[src/design/vld_pkg.sv]
`timescale 1ns / 1ps
package vld_pkg;

   localparam int VARINT_MAX_BYTES = 4;
   localparam int VAL_W            = 28;
   localparam int SUM_W            = 36;
   localparam int VCNT_W           = $clog2(VARINT_MAX_BYTES + 1);
   localparam logic [VAL_W-1:0] VAL_MAX          = {VAL_W{1'b1}};
   localparam logic [VAL_W-1:0] MAX_PAYLOAD_RST  = 28'd65535;

   localparam logic [7:0] IND_PLAIN     = 8'h00;
   localparam logic [7:0] IND_ENCRYPTED = 8'h01;

   localparam int Q_DEPTH = 2;
   localparam int QPTR_W  = $clog2(Q_DEPTH);
   localparam int QCNT_W  = $clog2(Q_DEPTH + 1);

   typedef enum logic [2:0] {
      PH_IND,
      PH_LEN,
      PH_TYPE,
      PH_PAY,
      PH_DEAD
   } phase_type;

   typedef enum logic [1:0] {
      KIND_HEADER  = 2'd0,
      KIND_PAYLOAD = 2'd1,
      KIND_ERROR   = 2'd2
   } kind_type;

   typedef enum logic [2:0] {
      ERR_NONE      = 3'd0,
      ERR_ENCRYPTED = 3'd1,
      ERR_BAD_IND   = 3'd2,
      ERR_LEN_LONG  = 3'd3,
      ERR_TYPE_LONG = 3'd4,
      ERR_TOO_LARGE = 3'd5
   } err_type;

   typedef struct packed {
      kind_type         kind;
      logic [VAL_W-1:0] msg_code;
      logic [VAL_W-1:0] body_len;
      logic [7:0]       payload_byte;
      logic             last;
      err_type          error_code;
   } rec_type;

   localparam rec_type REC_ZERO = '{
      kind: KIND_HEADER, msg_code: '0, body_len: '0,
      payload_byte: '0, last: 1'b0, error_code: ERR_NONE
   };

endpackage

[src/design/vld_parser.sv]
`timescale 1ns / 1ps
module vld_parser
   import vld_pkg::*;
(
   input  logic             clock,
   input  logic             reset,
   input  logic             take,
   input  logic [7:0]       data_byte,
   input  logic             csr_wr_en,
   input  logic [VAL_W-1:0] csr_wr_data,
   output logic             push,
   output rec_type          rec
);

   phase_type         phase_ff, phase_in;
   logic [VAL_W-1:0]  accum_ff, accum_in;
   logic [VCNT_W-1:0] vcnt_ff, vcnt_in;
   logic [VAL_W-1:0]  held_ff, held_in;
   logic [VAL_W-1:0]  left_ff, left_in;
   logic [VAL_W-1:0]  max_payload_ff;

   logic [SUM_W-1:0]  v_add;
   logic [SUM_W-1:0]  v_sum;
   logic [VAL_W-1:0]  v_sat;
   logic [VCNT_W-1:0] v_cnt_next;
   logic              v_too_long;
   logic              v_done;
   logic [VAL_W-1:0]  left_dec;
   logic              too_large;

   // varint byte accumulate, saturating at the field width
   always_comb begin
      v_add      = SUM_W'(data_byte[6:0]) << (7 * vcnt_ff);
      v_sum      = SUM_W'(accum_ff) + v_add;
      v_sat      = (v_sum > SUM_W'(VAL_MAX)) ? VAL_MAX : v_sum[VAL_W-1:0];
      v_cnt_next = vcnt_ff + VCNT_W'(1);
      v_too_long = data_byte[7] && (v_cnt_next >= VCNT_W'(VARINT_MAX_BYTES));
      v_done     = !data_byte[7];
      left_dec   = (left_ff == '0) ? '0 : left_ff - VAL_W'(1);
      too_large  = held_ff > max_payload_ff;
   end

   always_comb begin
      phase_in = phase_ff;
      if (take) begin
         case (phase_ff)
            PH_IND: phase_in = (data_byte == IND_PLAIN) ? PH_LEN : PH_DEAD;
            PH_LEN: begin
               if (v_too_long)  phase_in = PH_DEAD;
               else if (v_done) phase_in = PH_TYPE;
            end
            PH_TYPE: begin
               if (v_too_long)             phase_in = PH_DEAD;
               else if (v_done && too_large) phase_in = PH_DEAD;
               else if (v_done)             phase_in = (held_ff == '0) ? PH_IND : PH_PAY;
            end
            PH_PAY:  phase_in = (left_dec == '0) ? PH_IND : PH_PAY;
            PH_DEAD: phase_in = PH_DEAD;
            default: phase_in = PH_DEAD;
         endcase
      end
   end

   always_comb begin
      push     = 1'b0;
      rec      = REC_ZERO;
      accum_in = accum_ff;
      vcnt_in  = vcnt_ff;
      held_in  = held_ff;
      left_in  = left_ff;
      case (phase_ff)
         PH_IND: begin
            accum_in = '0;
            vcnt_in  = '0;
            if (data_byte != IND_PLAIN) begin
               push           = 1'b1;
               rec.kind       = KIND_ERROR;
               rec.last       = 1'b1;
               rec.error_code = (data_byte == IND_ENCRYPTED) ? ERR_ENCRYPTED : ERR_BAD_IND;
            end
         end
         PH_LEN: begin
            accum_in = v_sat;
            vcnt_in  = v_cnt_next;
            if (v_too_long) begin
               push           = 1'b1;
               rec.kind       = KIND_ERROR;
               rec.last       = 1'b1;
               rec.error_code = ERR_LEN_LONG;
            end else if (v_done) begin
               held_in  = v_sat;
               accum_in = '0;
               vcnt_in  = '0;
            end
         end
         PH_TYPE: begin
            accum_in = v_sat;
            vcnt_in  = v_cnt_next;
            if (v_too_long) begin
               push           = 1'b1;
               rec.kind       = KIND_ERROR;
               rec.last       = 1'b1;
               rec.error_code = ERR_TYPE_LONG;
            end else if (v_done) begin
               push     = 1'b1;
               accum_in = '0;
               vcnt_in  = '0;
               if (too_large) begin
                  rec.kind       = KIND_ERROR;
                  rec.last       = 1'b1;
                  rec.error_code = ERR_TOO_LARGE;
               end else begin
                  rec.kind     = KIND_HEADER;
                  rec.msg_code = v_sat;
                  rec.body_len = held_ff;
                  rec.last     = (held_ff == '0);
                  left_in      = held_ff;
               end
            end
         end
         PH_PAY: begin
            push             = 1'b1;
            left_in          = left_dec;
            rec.kind         = KIND_PAYLOAD;
            rec.payload_byte = data_byte;
            rec.last         = (left_dec == '0);
         end
         PH_DEAD: push = 1'b0;
         default: push = 1'b0;
      endcase
      push = push && take;
   end

   always_ff @(posedge clock) begin
      if (reset) begin
         phase_ff       <= PH_IND;
         accum_ff       <= '0;
         vcnt_ff        <= '0;
         held_ff        <= '0;
         left_ff        <= '0;
         max_payload_ff <= MAX_PAYLOAD_RST;
      end else begin
         phase_ff <= phase_in;
         if (take) begin
            accum_ff <= accum_in;
            vcnt_ff  <= vcnt_in;
            held_ff  <= held_in;
            left_ff  <= left_in;
         end
         if (csr_wr_en) begin
            max_payload_ff <= csr_wr_data;
         end
      end
   end

   a_dead_silent: assert property (@(posedge clock) disable iff (reset)
      (phase_ff == PH_DEAD) |-> !push)
      else $error("result produced after error");

   a_error_kills: assert property (@(posedge clock) disable iff (reset)
      (push && rec.kind == KIND_ERROR) |=> (phase_ff == PH_DEAD))
      else $error("error result without entering dead phase");

   a_vcnt_bound: assert property (@(posedge clock) disable iff (reset)
      (phase_ff == PH_LEN || phase_ff == PH_TYPE)
         |-> (vcnt_ff < VCNT_W'(VARINT_MAX_BYTES)))
      else $error("varint byte count out of range");

endmodule

[src/design/vld_queue.sv]
`timescale 1ns / 1ps
module vld_queue
   import vld_pkg::*;
(
   input  logic    clock,
   input  logic    reset,
   input  logic    push,
   input  rec_type push_rec,
   output logic    full,
   output logic    not_empty,
   input  logic    pop,
   output rec_type head_rec
);

   rec_type           entry_ff [Q_DEPTH];
   logic [QPTR_W-1:0] wr_ptr_ff, wr_ptr_in;
   logic [QPTR_W-1:0] rd_ptr_ff, rd_ptr_in;
   logic [QCNT_W-1:0] count_ff, count_in;

   always_comb begin
      full      = (count_ff == QCNT_W'(Q_DEPTH));
      not_empty = (count_ff != '0);
      head_rec  = entry_ff[rd_ptr_ff];
      wr_ptr_in = (wr_ptr_ff == QPTR_W'(Q_DEPTH - 1)) ? '0 : wr_ptr_ff + QPTR_W'(1);
      rd_ptr_in = (rd_ptr_ff == QPTR_W'(Q_DEPTH - 1)) ? '0 : rd_ptr_ff + QPTR_W'(1);
      count_in  = count_ff;
      if (push && !pop)      count_in = count_ff + QCNT_W'(1);
      else if (pop && !push) count_in = count_ff - QCNT_W'(1);
   end

   always_ff @(posedge clock) begin
      if (push) begin
         entry_ff[wr_ptr_ff] <= push_rec;
      end
   end

   always_ff @(posedge clock) begin
      if (reset) begin
         wr_ptr_ff <= '0;
         rd_ptr_ff <= '0;
         count_ff  <= '0;
      end else begin
         if (push) wr_ptr_ff <= wr_ptr_in;
         if (pop)  rd_ptr_ff <= rd_ptr_in;
         count_ff <= count_in;
      end
   end

   a_no_overflow: assert property (@(posedge clock) disable iff (reset)
      push |-> !full)
      else $error("queue overflow");

   a_no_underflow: assert property (@(posedge clock) disable iff (reset)
      pop |-> not_empty)
      else $error("queue underflow");

   a_count_bound: assert property (@(posedge clock) disable iff (reset)
      count_ff <= QCNT_W'(Q_DEPTH))
      else $error("queue count out of range");

endmodule

[src/design/vld_emit.sv]
`timescale 1ns / 1ps
module vld_emit
   import vld_pkg::*;
(
   input  logic             clock,
   input  logic             reset,
   input  logic             in_valid,
   input  rec_type          in_rec,
   output logic             in_ready,
   output logic             rsp_valid,
   input  logic             rsp_ready,
   output logic [1:0]       rsp_kind,
   output logic [VAL_W-1:0] rsp_msg_code,
   output logic [VAL_W-1:0] rsp_body_len,
   output logic [7:0]       rsp_payload_byte,
   output logic             rsp_last,
   output logic [2:0]       rsp_error_code
);

   logic    valid_ff;
   rec_type rec_ff;
   logic    load;

   always_comb begin
      in_ready = !valid_ff || rsp_ready;
      load     = in_valid && in_ready;
   end

   always_ff @(posedge clock) begin
      if (reset) begin
         valid_ff <= 1'b0;
      end else if (in_ready) begin
         valid_ff <= in_valid;
      end
   end

   always_ff @(posedge clock) begin
      if (load) begin
         rec_ff <= in_rec;
      end
   end

   assign rsp_valid        = valid_ff;
   assign rsp_kind         = rec_ff.kind;
   assign rsp_msg_code     = rec_ff.msg_code;
   assign rsp_body_len     = rec_ff.body_len;
   assign rsp_payload_byte = rec_ff.payload_byte;
   assign rsp_last         = rec_ff.last;
   assign rsp_error_code   = rec_ff.error_code;

   a_load_shows: assert property (@(posedge clock) disable iff (reset)
      load |=> valid_ff)
      else $error("loaded result not presented");

   a_error_last: assert property (@(posedge clock) disable iff (reset)
      (valid_ff && rec_ff.kind == KIND_ERROR) |-> rec_ff.last)
      else $error("error result without last");

   a_code_kind: assert property (@(posedge clock) disable iff (reset)
      (valid_ff && rec_ff.kind != KIND_ERROR) |-> (rec_ff.error_code == ERR_NONE))
      else $error("error code on non-error result");

endmodule

[src/design/varint_length_prefixed_deframer.sv]
`timescale 1ns / 1ps
// Length-prefixed frame deframer.
// req_ channel: one raw stream byte per request on req_data_byte, valid/ready.
// rsp_ channel: one result per header, per payload byte and per error;
//   rsp_kind tells which, rsp_last closes a frame (or marks an error).
// csr_ port: csr_wr_en with csr_wr_data sets max_payload; write only while idle.
// Frame: 0x00 indicator, length varint, type varint (up to 4 bytes each),
//   then the payload bytes, passed out as they arrive.
// Throughput: one byte per cycle while the queue has room; indicator and
//   varint bytes other than the last type byte produce a result only on an error.
// Path: the parser writes a result into the 2-entry queue at the edge that
//   accepted its byte; the output register loads it from the queue once
//   that register is free, and from there it is shown on rsp_.
// Stall: rsp_ holds while rsp_ready is low; the queue absorbs two more
//   results, then req_ready drops until the receiver drains.
// Reset: parser back to waiting for an indicator, max_payload = 65535,
//   queue and output emptied. After any error every byte is accepted and
//   dropped until the next reset.
module varint_length_prefixed_deframer
   import vld_pkg::*;
(
   input  logic             clock,
   input  logic             reset,
   input  logic             req_valid,
   output logic             req_ready,
   input  logic [7:0]       req_data_byte,
   output logic             rsp_valid,
   input  logic             rsp_ready,
   output logic [1:0]       rsp_kind,
   output logic [VAL_W-1:0] rsp_msg_code,
   output logic [VAL_W-1:0] rsp_body_len,
   output logic [7:0]       rsp_payload_byte,
   output logic             rsp_last,
   output logic [2:0]       rsp_error_code,
   input  logic             csr_wr_en,
   input  logic [VAL_W-1:0] csr_wr_data
);

   logic    take;
   logic    push;
   rec_type push_rec;
   logic    q_full;
   logic    q_not_empty;
   logic    q_pop;
   rec_type q_head;
   logic    emit_ready;

   // accept whenever the queue has room, even when the request yields nothing
   assign req_ready = !q_full;
   assign take      = req_valid && req_ready;
   assign q_pop     = q_not_empty && emit_ready;

   // front: classify each byte and form the result record
   vld_parser u_parser (
      .clock       (clock),
      .reset       (reset),
      .take        (take),
      .data_byte   (req_data_byte),
      .csr_wr_en   (csr_wr_en),
      .csr_wr_data (csr_wr_data),
      .push        (push),
      .rec         (push_rec)
   );

   // decouple front from back so each can stall on its own
   vld_queue u_queue (
      .clock     (clock),
      .reset     (reset),
      .push      (push),
      .push_rec  (push_rec),
      .full      (q_full),
      .not_empty (q_not_empty),
      .pop       (q_pop),
      .head_rec  (q_head)
   );

   // back: hold the result on the rsp_ ports until taken
   vld_emit u_emit (
      .clock            (clock),
      .reset            (reset),
      .in_valid         (q_not_empty),
      .in_rec           (q_head),
      .in_ready         (emit_ready),
      .rsp_valid        (rsp_valid),
      .rsp_ready        (rsp_ready),
      .rsp_kind         (rsp_kind),
      .rsp_msg_code     (rsp_msg_code),
      .rsp_body_len     (rsp_body_len),
      .rsp_payload_byte (rsp_payload_byte),
      .rsp_last         (rsp_last),
      .rsp_error_code   (rsp_error_code)
   );

endmodule
[config.mk]
export PLATFORM = sky130hd
export DESIGN_NAME = varint_length_prefixed_deframer
export DESIGN_NICKNAME = d
export VERILOG_FILES = /design/src/design/vld_pkg.sv /design/src/design/vld_parser.sv /design/src/design/vld_queue.sv /design/src/design/vld_emit.sv /design/src/design/varint_length_prefixed_deframer.sv
export SDC_FILE = /design/constraint.sdc
export NUM_CORES = 1
export LEC_CHECK = 0
export BUFFER_PORTS_ARGS = -buffer_cell sky130_fd_sc_hd__buf_4
export CORE_ASPECT_RATIO = 0.5
export CORE_MARGIN = 1.5
export CORE_UTILIZATION = 45
export DETAILED_ROUTE_END_ITERATION = 8
export PLACE_DENSITY = 0.7
export REMOVE_ABC_BUFFERS = 1
export SLEW_MARGIN = 20
export SYNTH_ARGS = -nofsm -noshare
export SYNTH_HDL_FRONTEND = slang
export SYNTH_SLANG_ARGS = --single-unit
export TNS_END_PERCENT = 50
[constraint.sdc]
create_clock -name clock -period 4.7 [get_ports clock]
set_input_delay 0.235 -clock clock [delete_from_list [all_inputs] [get_ports clock]]
set_output_delay 0.235 -clock clock [all_outputs]
set_load 0.1 [all_outputs]
### After elaboration in Yosys (flattened, before gate mapping)

Memories as Yosys holds them, arrays and structs flattened. A register that Yosys moved wholly into a read port is not among the register bits.
Cells that the tools add are included.

* output and inout bits: 72
* bits in writable memories: 140
* memories: 1
* register bits: 123

Memories
* u_queue.entry_ff: words 2, width 70, read ports 1, clocked after Yosys merged registers in 1, write ports 1, line vld_queue.sv:15 `rec_type entry_ff [Q_DEPTH];`

* multiply operators: 1
* reductions and logical operators: 28
* muxes and demuxes: 51
* bitwise operators: 2
* order comparisons: 3
* $add $sub $neg: 7
* equal/unequal tests: 10
* shift operators: 1

Operators by type and width (number)
* two-way mux 28 bit: 7
* two-way mux 56 bit: 3
* one-hot mux 28 bit (2 select lines): 2
* zero test 28 bit: 3
* two-way mux 58 bit: 1
* adder 28 x 36 -> 36 bit: 1
* greater-than comparator 36 x 28 -> 1 bit, second input constant: 1
* << shifter 7 x 6 -> 36 bit: 1
* greater-than comparator 28 bit: 1
* subtractor 28 x 1 -> 28 bit, second input constant: 1
* two-way mux 3 bit: 9
* two-way mux 2 bit: 9
* two-way mux 4 bit: 4
* one-hot mux 3 bit (4 select lines): 1
* two-way mux 1 bit: 9
* one-hot mux 3 bit (3 select lines): 1
* equality test 8 x 1 -> 1 bit, second input constant: 1
* zero test 8 bit: 1
* two-way mux 8 bit: 1
* one-hot mux 1 bit (4 select lines): 2
* one-hot mux 2 bit (4 select lines): 1
* nonzero test 2 bit: 4
* nonzero test 8 bit: 1
* logical AND 1 bit: 7
* other kinds (22): 31

### Depth between registers and ports, before layout

Gate-level depths: netlist of run 1.

* word-level depth: 10
* mapped depth: 17
* depth with buffers taken out: 13

### Hierarchy

From an unflattened synthesis of run 1, not the netlist that was laid out.

* cells, all modules: 1481
* area, all modules: 16094.2 um2

Modules (own cells, without submodules)
* vld_parser: seq. area each 2362.3 um2, cells an instance 1163, area each 8634.5 um2, times used 1
* vld_queue: seq. area each 4304.1 um2, cells an instance 240, area each 5286.3 um2, times used 1
* vld_emit: seq. area each 2122.0 um2, cells an instance 75, area each 2157.1 um2, times used 1
* varint_length_prefixed_deframer: seq. area each 0.0 um2, cells an instance 3, area each 16.3 um2, times used 1

### Least setup slack after synthesis of run 1

OpenSTA, ideal clock, no wires.

* path kind: register to register
* start: reg u_queue.count_ff[0]
* end: mem u_queue.entry_ff[0][0] (netlist name), enable pin
* buffers on the path: 0
* required time: 4.193 ns
* clock period less this slack: 5.493 ns
* cell stages (with the launch flop): 6
* setup slack: -0.793 ns
* arrival: 4.986 ns
* library setup time: 0.507 ns
* cells stage by stage: dfxtp_1 > nand2b_1 > nand2_1 > nor2_1 > o31a_1 > nor2b_1

* word-level cells in the longest chain between the ends: 6

Ends and longest elaborated chain
* from (decl): line vld_queue.sv:18 `logic [QCNT_W-1:0] count_ff, count_in;`
* from (signal assigned): line vld_queue.sv:45 `count_ff <= count_in;`
* equality test 2 bit: line vld_queue.sv:21 `full = (count_ff == QCNT_W'(Q_DEPTH));`
* zero test 1 bit: line varint_length_prefixed_deframer.sv:49 `assign req_ready = !q_full;`
* via req_ready: line varint_length_prefixed_deframer.sv:25 `output logic req_ready,`
* logical AND 1 bit: line varint_length_prefixed_deframer.sv:50 `assign take = req_valid && req_ready;`
* logical AND 1 bit: line vld_parser.sv:131 `push = push && take;`
* via push: line varint_length_prefixed_deframer.sv:40 `logic push;`
* two-way mux 1 bit: line vld_queue.sv:32 `if (push) begin`
* two-way mux 1 bit (implied by the code): line vld_queue.sv:33 `entry_ff[wr_ptr_ff] <= push_rec;`
* to (decl): line vld_queue.sv:15

The timed path passes the listed nets, and every way through them passes these cells.

### Worst setup path after layout of run 1

* start: reg u_parser.vcnt_ff[2]
* end: reg u_parser.accum_ff[1]

* word-level cells in the longest chain between the ends: 8
* elaborated cells on any way between the ends: 11

Ends and longest elaborated chain
* from (decl): line vld_parser.sv:17 `logic [VCNT_W-1:0] vcnt_ff, vcnt_in;`
* from (signal assigned): line vld_parser.sv:146 `vcnt_ff <= vcnt_in;`
* multiplier 3 x 3 -> 6 bit: line vld_parser.sv:33 `v_add = SUM_W'(data_byte[6:0]) << (7 * vcnt_ff);`
* << shifter 7 x 6 -> 36 bit: line vld_parser.sv:33
* adder 28 x 36 -> 36 bit: line vld_parser.sv:34 `v_sum = SUM_W'(accum_ff) + v_add;`
* greater-than comparator 36 x 28 -> 1 bit: line vld_parser.sv:35 `v_sat = (v_sum > SUM_W'(VAL_MAX)) ? VAL_MAX : v_sum[VAL_W-1:0];`
* two-way mux 28 bit: line vld_parser.sv:35
* two-way mux 28 bit: line vld_parser.sv:90, vld_parser.sv:104
* two-way mux 28 bit *: line vld_parser.sv:99 `if (v_too_long) begin`
* one-hot mux 28 bit (2 select lines) *: line vld_parser.sv:71 `case (phase_ff)`
* to (signal assigned): line vld_parser.sv:145 `accum_ff <= accum_in;`
* to (decl): line vld_parser.sv:16 `logic [VAL_W-1:0] accum_ff, accum_in;`

Every way passes the cells marked *; elsewhere a longest branch is shown, timed or not.
A chain may end at the register's enable or synchronous reset.

==> key figures, run 1 <==
Die
  • IO Pins: ~110
  • Row cnt: 48
  • Chip width: 270 um
  • Initial Util: 46.2%
  • Die footprint: between 30,000 and 40,000 um^2
  • Die Height: 137 um
  • Core ar.: 34,800 um^2

Setup path
  • FF-to-FF setup slack: 0.41 ns
  • Worst setup EP type: flop
  • Worst EP arrival: ~4.7 ns
  • Critical-path maximum fanout: 16
  • Worst setup path category: flop to flop
  • Worst Path Required: around 5.2 ns
  • R2R Path End: u_parser.accum_ff[1]
  • CP max stage cell: nor2_2
  • CP cell instances: nor2_1 -> and3_1 -> ha_1 -> nand4_1 -> or2_1 -> o32a_1 -> a311oi_1 -> a211o_1 -> a311o_1 -> o2111ai_1 -> nor2_2 -> buf_4 -> a31oi_1
  • FF-to-FF Start: u_parser.vcnt_ff[2]
  • CP Launch Type: flop
  • CP max stage delay: approximately 0.67 ns
  • Worst r2r path cells: 13

Cells and area
  • Ant diodes: 0
  • Commonest non-fill, non-tap cell in the layout: edfxtp_1
  • Most frequent cells in the layout: edfxtp_1 (210), buf_4 (147), a21oi_1 (131)
  • Area growth syn-to-layout: 16.3%
  • Nets: 1,710
  • Share of cells above drive strength 1: about 18%

Route
  • WL final: roughly 41,000 um
  • Remaining antenna violation count: 0
  • Vias per cell: 5.74
  • # DRC: 0
  • Routed wire length per instance: ~20 um
  • Routed vias: roughly 12k
  • 1st-iter DRT viols: ~1.2k
  • Drt first pass iters: 5

Yosys
  • Ys flop type: edfxtp_1
  • Gate Count Post-Synth: between 1k and 1.5k
  • Cell area after synthesis: ~16,000 um^2
  • EDFF count, synth: 210
  • Register area share after synthesis: 54.5%
  • Yosys reg bits: about 330
  • Synth cell types: 78
  • Async S/R FF share, synth: 0%
  • YS warnings: 0
  • Syn_area_per_cell: between 10 and 15 um^2

Timing
  • Crit path time final: 4.29 ns
  • Final Hold Fails: 0
  • Achievable Freq: between 0.2 and 0.25 GHz
  • Final Skew: 0.0127 ns
  • Setup_tns: 0 ns
  • RSZ-0062 raised after global routing: no
  • Worst Tran Pin Value: about 1.1 ns
  • Max Slew Vio Count: 0
  • Slew HR: 25.6%
  • Tcrit/Tclk final: 91.3%
  • Final setup fails: 0

GRT
  • Largest net degree at the start of global routing: 72
  • Initial antenna violation count: 1
  • Vias in the first global route: between 10k and 15k
  • All-Layer GR Usage: between 20% and 30%
  • GRT overflow: 0
  • First-pass GRT wire length: ~64,000 um

Clock network
  • CTS root buf: clkbuf_16
  • Hold_buf cts: 29
  • CTS-repair resized insts: 0
  • Total CTS buffers: 30
  • Setup Buffers After CTS: 0
  • Sink Count: around 330
  • Worst-Skew Late Latency: approximately 0.57 ns
  • H-tree depth: 1
  • Clock-pin slew on the worst setup and hold paths: about 0.070 ns
  • Clk buf depth: 3
  • CTS tree: yes

Power and ir drop
  • Leak: between 7 and 8 nW
  • Overall power: around 9.2 mW
  • P per Cell Area: 493 nW/um^2
  • Max IR drop VDD: approximately 320 uV

Placed design
  • Gpl congestion: 0.939
  • Hpwl dp: between 20,000 and 30,000 um
  • Number of port buffers: 112

Run
  • Max_cap viols: 0

Worst hold path
  • Hold path cells: 3
  • HP Class: primary input to flop
  • Hold Path Sink: u_parser.phase_ff[2]
  • Worst hold path startpoint: req_valid

Status
  • Outcome: finished, final reports clean
[how the worst max path moves through the flow]
stage | start | to | slack [ns] | depth (start not counted)
after CTS | u_parser.vcnt_ff[2] | u_parser.accum_ff[10] | 0.46 | 13
after floorplan | u_parser.vcnt_ff[0] | u_queue.entry_ff[0][40] | -0.98 | 13
after global routing | u_parser.vcnt_ff[2] | u_parser.accum_ff[11] | 0.08 | 13
after detailed placement | u_parser.vcnt_ff[2] | u_parser.accum_ff[11] | 0.49 | 13
final | u_parser.vcnt_ff[2] | u_parser.accum_ff[1] | 0.41 | 13
after global placement | u_parser.vcnt_ff[0] | u_queue.entry_ff[0][51] | 0.54 | 14
[critical path, delay by kind of cell, from the launching register on]
kind                       cells  cell delay, ns
buffers and inverters          1            0.32
and+or+nand+nor                5            1.57
AOI/OAI and AO/OA              6            1.36
adders and majority gates      1            0.39
DFF                            1            0.50
[through the flow]
stage          util (%)  hold slack (ns)  setup WS [ns]  cell area (um^2)  std cells
5_1_grt            53.7           0.0189         0.0780             18700       2108
2_1_floorplan         -            0.304         -0.984             15700       1399
3_3_place_gp       50.2            0.460          0.536             17500       2023
4_1_cts            53.7          0.00802          0.460             18700       2108
6_report           53.7           0.0493          0.408             18700       2108
3_5_place_dp       50.3            0.463          0.489             17500       2023
[flip-flops by register name, summed over array words and instances, names as in the netlist, 2 cells and up]
name	flops
u_queue.entry_ff	140
u_emit.rsp_body_len	28
u_emit.rsp_msg_code	28
u_parser.accum_ff	28
u_parser.held_ff	28
u_parser.left_ff	28
u_parser.max_payload_ff	28
u_emit.rsp_payload_byte	8
u_emit.rsp_error_code	3
u_parser.phase_ff	3
u_parser.vcnt_ff	3
u_emit.rsp_kind	2
u_queue.count_ff	2
[power by group]
part	total [mW]	internal, mW	switching [mW]	leakage [nW]
logic	2.96	0.665	2.30	3.70
clock network	2.31	1.22	1.08	0.446
registers	3.96	3.72	0.237	2.97
[layer usage]
| metal | GRT usage [%] | wire (um) |
|---|---|---|
| met2 | 33.6 | 18100 |
| met3 | 3.82 | 3040 |
| met1 | 32.8 | 19600 |
| met4 | 4.35 | 602 |
| met5 | 0 | 0 |
[cell families (layout without fill, tap and decap cells)]
logic type | count (synthesis) | in the layout | synth area share, %
xor gates and xnor gates | 45 | 45 | 2.45
muxes | 87 | 87 | 5.98
DFF | 333 | 333 | 54.5
and+or+nand+nor | 423 | 423 | 13.3
AOI/OAI and AO/OA | 402 | 402 | 15.8
buffers and inverters | 131 | 283 | 3.27
adders and majority gates | 60 | 60 | 4.72
[Yosys cell counts, types with 10 or more instances]
cell	instances	share of area, %
xnor2_1	22	1.2
dfxtp_1	123	15
a21o_1	12	0.56
xor2_1	23	1.3
nor3_1	35	1.1
o211ai_1	22	1.0
inv_1	48	1.1
a21boi_0	25	1.2
nor4_1	14	0.54
edfxtp_1	210	39
and2_1	43	1.7
nand2_1	101	2.4
ha_1	59	4.6
nor2_1	112	2.6
clkbuf_1	68	1.6
a31oi_1	59	2.3
o21ai_0	65	2.0
nand2b_1	19	0.74
nand3_1	18	0.56
a21oi_1	131	4.1
a211oi_1	17	0.79
mux2i_1	15	0.93
and3_1	20	0.78
mux2_2	72	5.0
o31ai_1	10	0.47
[final cells by class]
type	count	area [um^2]
inverters	49	186
fillers	3075	16100
clock buffers	36	805
flip-flops and latches	333	8770
repair buffers	178	1430
well taps	475	594
clock inverters	20	103
multi-input cells	1017	6810
Note: power is estimated with default switching activity, not from simulation.
==> run 2, diff against run 1 <==
--- a/config.mk
+++ b/config.mk
@@ -10,7 +10,7 @@
 export CORE_MARGIN = 1.5
 export CORE_UTILIZATION = 45
 export DETAILED_ROUTE_END_ITERATION = 8
-export PLACE_DENSITY = 0.7
+export PLACE_DENSITY = 0.67
 export REMOVE_ABC_BUFFERS = 1
 export SLEW_MARGIN = 20
 export SYNTH_ARGS = -nofsm -noshare
==> constraint.sdc (replaced) <==
create_clock -name clock -period 4.3 [get_ports clock]
set_input_delay 0.215 -clock clock [delete_from_list [all_inputs] [get_ports clock]]
set_output_delay 0.215 -clock clock [all_outputs]
set_load 0.1 [all_outputs]
==> key figures, run 2 (synthesized netlist as in run 1, its figures left out) <==
Status
  • Outcome: finished, final reports clean (unchanged)

Cells and area
  • Max FFs per register: 140 (unchanged)
  • Commonest non-fill, non-tap cell in the layout: edfxtp_1 (unchanged)
  • Most frequent cells in the layout: edfxtp_1 (210), buf_4 (160), a21oi_1 (131) (was edfxtp_1 (210), buf_4 (147), a21oi_1 (131))
  • Ant diodes: 0 (unchanged)
  • Nets: 1,729 (was 1,710)
  • Area growth syn-to-layout: 18.3% (was 16.3%)
  • Share of cells above drive strength 1: 19.3% (was 17.8%)
  • Fin util: 54.6% (was 53.7%)
  • Top reg by flops: u_queue.entry_ff (unchanged)
  • Fin area: 19,000 um^2 (was 18,700 um^2)
  • FF/Latch Area: 8770 um^2 (about the same)
  • Layout fillers: 2,982 (was 3,075)
  • Multi-input logic area: 6830 um^2 (was 6810 um^2)

Power and ir drop
  • Max IR drop VDD: 354 uV (was 321 uV)
  • Clock power share: 26.8% (was 25.0%)
  • Sequential cell fraction of total power: 41.1% (was 42.9%)
  • P per Cell Area: 546 nW/um^2 (was 493 nW/um^2)
  • Sw Pwr: 4.03 mW (was 3.62 mW)
  • Share of total power in combinational logic: 32.1% (about the same)
  • Leak: 7.26 nW (was 7.11 nW)
  • Total internal power: 6.36 mW (was 5.61 mW)
  • Switching share of power: 38.8% (was 39.2%)

Setup path
  • Critical-path maximum fanout: 17 (was 16)
  • FF-to-FF Start: u_parser.vcnt_ff[2] (unchanged)
  • CP max stage delay: 0.43 ns (was 0.67 ns)
  • Worst r2r path cells: 15 (was 13)
  • Worst setup EP type: flop (unchanged)
  • Top delay family on crit path: compound AO/OA/AOI/OAI gates (was simple AND/OR/NAND/NOR gates)
  • Worst setup path category: flop to flop (unchanged)
  • WP buf/inv: 3 (was 1)
  • CP max stage cell: o32a_1 (was nor2_2)
  • FF-to-FF setup slack: 0.22 ns (was 0.41 ns)
  • CP Launch Type: flop (unchanged)
  • Worst EP arrival: 4.54 ns (was 4.74 ns)
  • Worst Path Required: 4.75 ns (was 5.15 ns)
  • Most used cell, CP: buf_4
  • CP cell instances: nor2_1 -> and3_1 -> ha_2 -> nand4_1 -> or2_1 -> o32a_1 -> a311oi_2 -> a211o_1 -> a311o_1 -> o2111ai_1 -> nor4_4 -> buf_4 -> buf_12 -> buf_4 -> a31oi_1 (was nor2_1 -> and3_1 -> ha_1 -> nand4_1 -> or2_1 -> o32a_1 -> a311oi_1 -> a211o_1 -> a311o_1 -> o2111ai_1 -> nor2_2 -> buf_4 -> a31oi_1)
  • R2R Path End: u_parser.held_ff[12] (was u_parser.accum_ff[1])

Worst hold path
  • Hold path cells: 2 (was 3)
  • HP Class: primary input to flop (unchanged)
  • Worst hold path startpoint: req_data_byte[2] (was req_valid)
  • Hold Path Sink: u_queue.entry_ff[1][6] (was u_parser.phase_ff[2])

Die
  • Row cnt: 48 (unchanged)
  • IO Pins: 113 (unchanged)
  • Chip width: 270 um (unchanged)
  • Die Height: 137 um (unchanged)
  • Initial Util: 46.2% (unchanged)
  • Core ar.: 34,800 um^2 (unchanged)
  • Die footprint: 36,900 um^2 (unchanged)

Route
  • Routed vias: 12.4k (was 12.1k)
  • 1st-iter DRT viols: 1,087 (was 1,179)
  • Routed wire length per instance: 20.7 um (was 19.6 um)
  • Remaining antenna violation count: 0 (unchanged)
  • Vias per cell: 5.82 (was 5.74)
  • Drt first pass iters: 6 (was 5)
  • # DRC: 0 (unchanged)
  • WL final: 44,000 um (was 41,300 um)

Clock network
  • Total CTS buffers: 31 (was 30)
  • Clk buf depth: 3 (unchanged)
  • Clock-pin slew on the worst setup and hold paths: 0.07 ns (about the same)
  • Sink Count: 333 (unchanged)
  • Worst-Skew Late Latency: 0.60 ns (was 0.57 ns)
  • H-tree depth: 1 (unchanged)
  • CTS root buf: clkbuf_16 (unchanged)
  • CTS tree: yes (unchanged)

Timing
  • Worst Tran Pin Value: 0.979 ns (was 1.12 ns)
  • Final worst slack: 0.219 ns (was 0.408 ns)
  • Slew HR: 34.7% (was 25.6%)
  • Final Skew: 0.0170 ns (was 0.0127 ns)
  • Final Hold Fails: 0 (unchanged)
  • Achievable Freq: 0.245 GHz (was 0.233 GHz)
  • Final setup fails: 0 (unchanged)
  • Max Slew Vio Count: 0 (unchanged)
  • Crit path time final: 4.08 ns (was 4.29 ns)
  • Tcrit/Tclk final: 94.9% (was 91.3%)
  • RSZ-0062 raised after global routing: no (unchanged)

Placed design
  • Cell area after placement: 17,600 um^2 (was 17,500 um^2)
  • Hpwl dp: 30,300 um (was 28,600 um)
  • Gpl congestion: 0.978 (was 0.939)
  • Number of port buffers: 112 (unchanged)
  • Worst slack at placement: 0.131 ns (was 0.489 ns)

Run
  • Max_cap viols: 0 (unchanged)

GRT
  • Initial antenna violation count: 0 (was 1)
  • Largest net degree at the start of global routing: 71 (was 72)
  • All-Layer GR Usage: 23.6% (was 22.0%)
  • Vias in the first global route: 11.9k (was 11.3k)
  • GRT overflow: 0 (unchanged)
  • First-pass GRT wire length: 68,000 um (was 63,900 um)
[run 2: cell types whose count changed in the layout (fill, tap and decap cells not counted), moves of 2 or more]
cell / change
clkinv_1: -8
clkbuf_8: +4
dfxtp_1: -3
clkbuf_1: +4
buf_12: +3
dfxtp_2: +4
buf_4: +13
clkinv_2: -2
bufinv_16: +2
[run 2: final cells by class]
type | instances | share of cell area, %
flip-flops and latches | 333 | 46.1
multi-input cells | 1017 | 35.9
repair buffers | 196 | 8.55
clock buffers | 46 | 4.66
well taps | 475 | 3.12
inverters | 49 | 0.967
clock inverters | 12 | 0.677
[run 2: metal layers]
layer	track usage (%)	part of all wire (%)
met5	0	0
met4	5.25	1.8
met1	34.9	48
met3	4.02	7.5
met2	36.1	43
[run 2: worst max path at each step]
stage	startpoint	end	slack, ns	cells after the start
floorplan	u_parser.vcnt_ff[0]	u_queue.entry_ff[0][40]	-1.38	13
global placement	u_parser.vcnt_ff[2]	u_parser.held_ff[11]	0.29	14
detailed placement	u_parser.vcnt_ff[2]	u_parser.held_ff[3]	0.13	14
CTS	u_parser.vcnt_ff[2]	u_parser.held_ff[12]	0.11	14
global route	u_parser.vcnt_ff[0]	u_parser.held_ff[12]	0.01	16
finish	u_parser.vcnt_ff[2]	u_parser.held_ff[12]	0.22	15
[run 2: power by group through the flow]
stage          clock [mW]  sequential [mW]  combinational, mW
3_3_place_gp            0             4.32               3.30
3_5_place_dp            0             4.34               3.34
6_report             2.79             4.27               3.34
4_1_cts              2.84             4.27               3.37
5_1_grt              2.96             4.32               3.47
2_1_floorplan           0             6.20              0.720
[run 2: repair_timing]
item,in CTS,in global routing
buffers inserted,0,3
hold buffers,30,0
gates resized for setup,0,8
endpoints found under the setup margin,0,70
endpoints found under the hold margin,30,0
[run 2: through the flow]
step / TNS [ns] / cells / hold WS, ns / power, mW
finish: 0 / 2128 / 0.0417 / 10.4
global route: 0 / 2128 / 0.0145 / 10.7
CTS: 0 / 2124 / 0.0114 / 10.5
detailed placement: 0 / 2036 / 0.447 / 7.68
global placement: 0 / 2036 / 0.442 / 7.62
floorplan: -191.86 / 1399 / 0.284 / 6.92
==> run 3, diff against run 2 <==
==> constraint.sdc (replaced) <==
create_clock -name clock -period 5 [get_ports clock]
set_input_delay 0.25 -clock clock [delete_from_list [all_inputs] [get_ports clock]]
set_output_delay 0.25 -clock clock [all_outputs]
set_load 0.1 [all_outputs]
==> key figures, run 3 (synthesized netlist as in run 1, its figures left out) <==
Status
  • Outcome: finished, final reports clean (unchanged)

Die
  • Chip width: 270 um (unchanged)
  • Initial Util: 46.2% (unchanged)
  • Row cnt: 48 (unchanged)
  • Die footprint: 36,900 um^2 (unchanged)
  • Core ar.: 34,800 um^2 (unchanged)
  • IO Pins: 113 (unchanged)
  • Die Height: 137 um (unchanged)

Worst hold path
  • Hold Path Sink: u_parser.phase_ff[2] (was u_queue.entry_ff[1][6])
  • Hold path cells: 3 (was 2)
  • Worst hold path startpoint: req_valid (was req_data_byte[2])
  • HP Class: primary input to flop (unchanged)

Cells and area
  • Area growth syn-to-layout: 17.1% (was 18.3%)
  • Most frequent cells in the layout: edfxtp_1 (210), buf_4 (138), a21oi_1 (131) (was edfxtp_1 (210), buf_4 (160), a21oi_1 (131))
  • Commonest non-fill, non-tap cell in the layout: edfxtp_1 (unchanged)
  • Nets: 1,704 (was 1,729)
  • Layout fillers: 3,031 (was 2,982)
  • Top reg by flops: u_queue.entry_ff (unchanged)
  • Max FFs per register: 140 (unchanged)
  • Fin area: 18,800 um^2 (was 19,000 um^2)
  • Share of cells above drive strength 1: 18.2% (was 19.3%)
  • Post-Layout Cell Count: 2,104 (was 2,128)

Timing
  • Max Slew Vio Count: 0 (unchanged)
  • RSZ-0062 raised after global routing: no (unchanged)
  • Tcrit/Tclk final: 88.6% (was 94.9%)
  • Final setup fails: 0 (unchanged)
  • Worst hold slack: 0.0390 ns (was 0.0417 ns)
  • Achievable Freq: 0.226 GHz (was 0.245 GHz)
  • Crit path time final: 4.43 ns (was 4.08 ns)
  • Slew HR: 35.3% (was 34.7%)
  • Final Hold Fails: 0 (unchanged)
  • Final Skew: 0.0149 ns (was 0.0170 ns)
  • Final worst slack: 0.572 ns (was 0.219 ns)
  • Worst Tran Pin Value: 0.967 ns (was 0.979 ns)

Setup path
  • FF-to-FF setup slack: 0.57 ns (was 0.22 ns)
  • Most used cell, CP: nor2_1 (was buf_4)
  • Worst setup EP type: flop (unchanged)
  • CP cell instances: nand2b_1 -> nor2_1 -> ha_1 -> fa_1 -> a21o_1 -> a221oi_2 -> o32a_1 -> a311oi_1 -> a211o_1 -> nor2_1 -> o2111ai_1 -> nor4_4 -> buf_4 -> a21oi_1 (was nor2_1 -> and3_1 -> ha_2 -> nand4_1 -> or2_1 -> o32a_1 -> a311oi_2 -> a211o_1 -> a311o_1 -> o2111ai_1 -> nor4_4 -> buf_4 -> buf_12 -> buf_4 -> a31oi_1)
  • Worst setup path category: flop to flop (unchanged)
  • CP max stage cell: dfxtp_1 (was o32a_1)
  • Worst EP arrival: 4.73 ns (was 4.54 ns)
  • Worst r2r path cells: 14 (was 15)
  • FF-to-FF Start: u_parser.vcnt_ff[0] (was u_parser.vcnt_ff[2])
  • CP max stage delay: 0.75 ns (was 0.43 ns)
  • CP Launch Type: flop (unchanged)
  • Critical-path maximum fanout: 26 (was 17)
  • R2R Path End: u_queue.entry_ff[0][50] (was u_parser.held_ff[12])
  • Worst Path Required: 5.30 ns (was 4.75 ns)

GRT
  • Largest net degree at the start of global routing: 57 (was 71)
  • All-Layer GR Usage: 22.9% (was 23.6%)
  • GRT overflow: 0 (unchanged)
  • First-pass GRT wire length: 66,000 um (was 68,000 um)
  • Initial antenna violation count: 0 (unchanged)
  • Vias in the first global route: 11.7k (was 11.9k)

Power and ir drop
  • P per Cell Area: 477 nW/um^2 (was 546 nW/um^2)
  • Leak: 7.16 nW (was 7.26 nW)
  • Max IR drop VDD: 315 uV (was 354 uV)
  • Overall power: 8.98 mW (was 10.4 mW)

Route
  • # DRC: 0 (unchanged)
  • Remaining antenna violation count: 0 (unchanged)
  • Routed vias: 12.2k (was 12.4k)
  • Drt first pass iters: 5 (was 6)
  • 1st-iter DRT viols: 1,135 (was 1,087)
  • WL final: 43,100 um (was 44,000 um)
  • Routed wire length per instance: 20.5 um (was 20.7 um)
  • Vias per cell: 5.80 (was 5.82)

Clock network
  • CTS-repair resized insts: 0 (unchanged)
  • H-tree depth: 1 (unchanged)
  • Clock-pin slew on the worst setup and hold paths: 0.07 ns (about the same)
  • Sink Count: 333 (unchanged)
  • Clk buf depth: 3 (unchanged)
  • CTS root buf: clkbuf_16 (unchanged)
  • Worst-Skew Late Latency: 0.59 ns (was 0.60 ns)
  • CTS tree: yes (unchanged)
  • Total CTS buffers: 31 (unchanged)

Placed design
  • Number of port buffers: 112 (unchanged)
  • Gpl congestion: 0.916 (was 0.978)
  • Cell area after placement: 17,500 um^2 (was 17,600 um^2)
  • Worst slack at placement: 0.661 ns (was 0.131 ns)
  • Cell count after placement: 2,016 (was 2,036)
  • Hpwl dp: 30,200 um (was 30,300 um)

Run
  • Max_cap viols: 0 (unchanged)
## run 3: changes by cell type in the layout (fill, tap and decap cells not counted), moves of 2 or more
| cell | before | now |
|---|---|---|
| dfxtp_2 | 4 | 1 |
| buf_4 | 160 | 138 |
| clkinv_4 | 0 | 2 |
| inv_6 | 2 | 4 |
| clkbuf_1 | 8 | 4 |
| dfxtp_1 | 119 | 122 |
## run 3: how the worst max path moves through the flow
stage	startpoint	end	slack, ns	cells past startpoint
after floorplan	u_parser.vcnt_ff[0]	u_queue.entry_ff[0][40]	-0.68	13
after global placement	u_parser.vcnt_ff[0]	u_queue.entry_ff[0][51]	0.80	14
after detailed placement	u_parser.vcnt_ff[0]	u_queue.entry_ff[0][50]	0.66	14
after CTS	u_parser.vcnt_ff[0]	u_queue.entry_ff[0][50]	0.63	14
after global routing	u_parser.vcnt_ff[0]	u_queue.entry_ff[1][51]	0.23	14
final	u_parser.vcnt_ff[0]	u_queue.entry_ff[0][50]	0.57	14
## run 3: through the flow
step	setup TNS [ns]	utilization (%)
after floorplan	-84.06	-
after global placement	0	50.2
after detailed placement	0	50.2
after CTS	0	54.0
after global routing	0	54.0
final	0	54.0
## run 3: worst max-delay path, delay by kind of cell (launching register included)
kind | cells | cell delay, ns
AOI/OAI and AO/OA | 7 | 1.67
adders and majority gates | 2 | 0.64
buffers and inverters | 1 | 0.31
DFF | 1 | 0.75
and+or+nand+nor | 4 | 0.76
## run 3: layout make-up
class,count,area (um^2),area share (%)
diodes,1,2.50,0.0133
clock buffers,42,898,4.77
clock inverters,16,153,0.811
inverters,49,184,0.977
multi-input cells,1017,6810,36.2
flip-flops and latches,333,8770,46.6
well taps,475,594,3.16
repair buffers,171,1410,7.47
## run 3: timing repair
action | 4_1_cts | 5_1_grt
hold buffers | 29 | 0
endpoints found under the hold margin | 29 | 0
buffers inserted | 0 | 0
## run 3: routing by layer
metal / GRT usage [%] / vias to the layer above / share of wire (%)
met5: 0 / - / 0
met3: 4.93 / 53 / 8.6
met2: 34.9 / 417 / 43
met1: 33.6 / 5973 / 46
li1: - / 5755 / -
met4: 4.44 / 0 / 1.6
## run 3: report_power, final
group	switching [mW]	internal, mW
sequential	0.159	3.50
combinational	2.25	0.633
clock	1.07	1.37
total	3.48	5.50
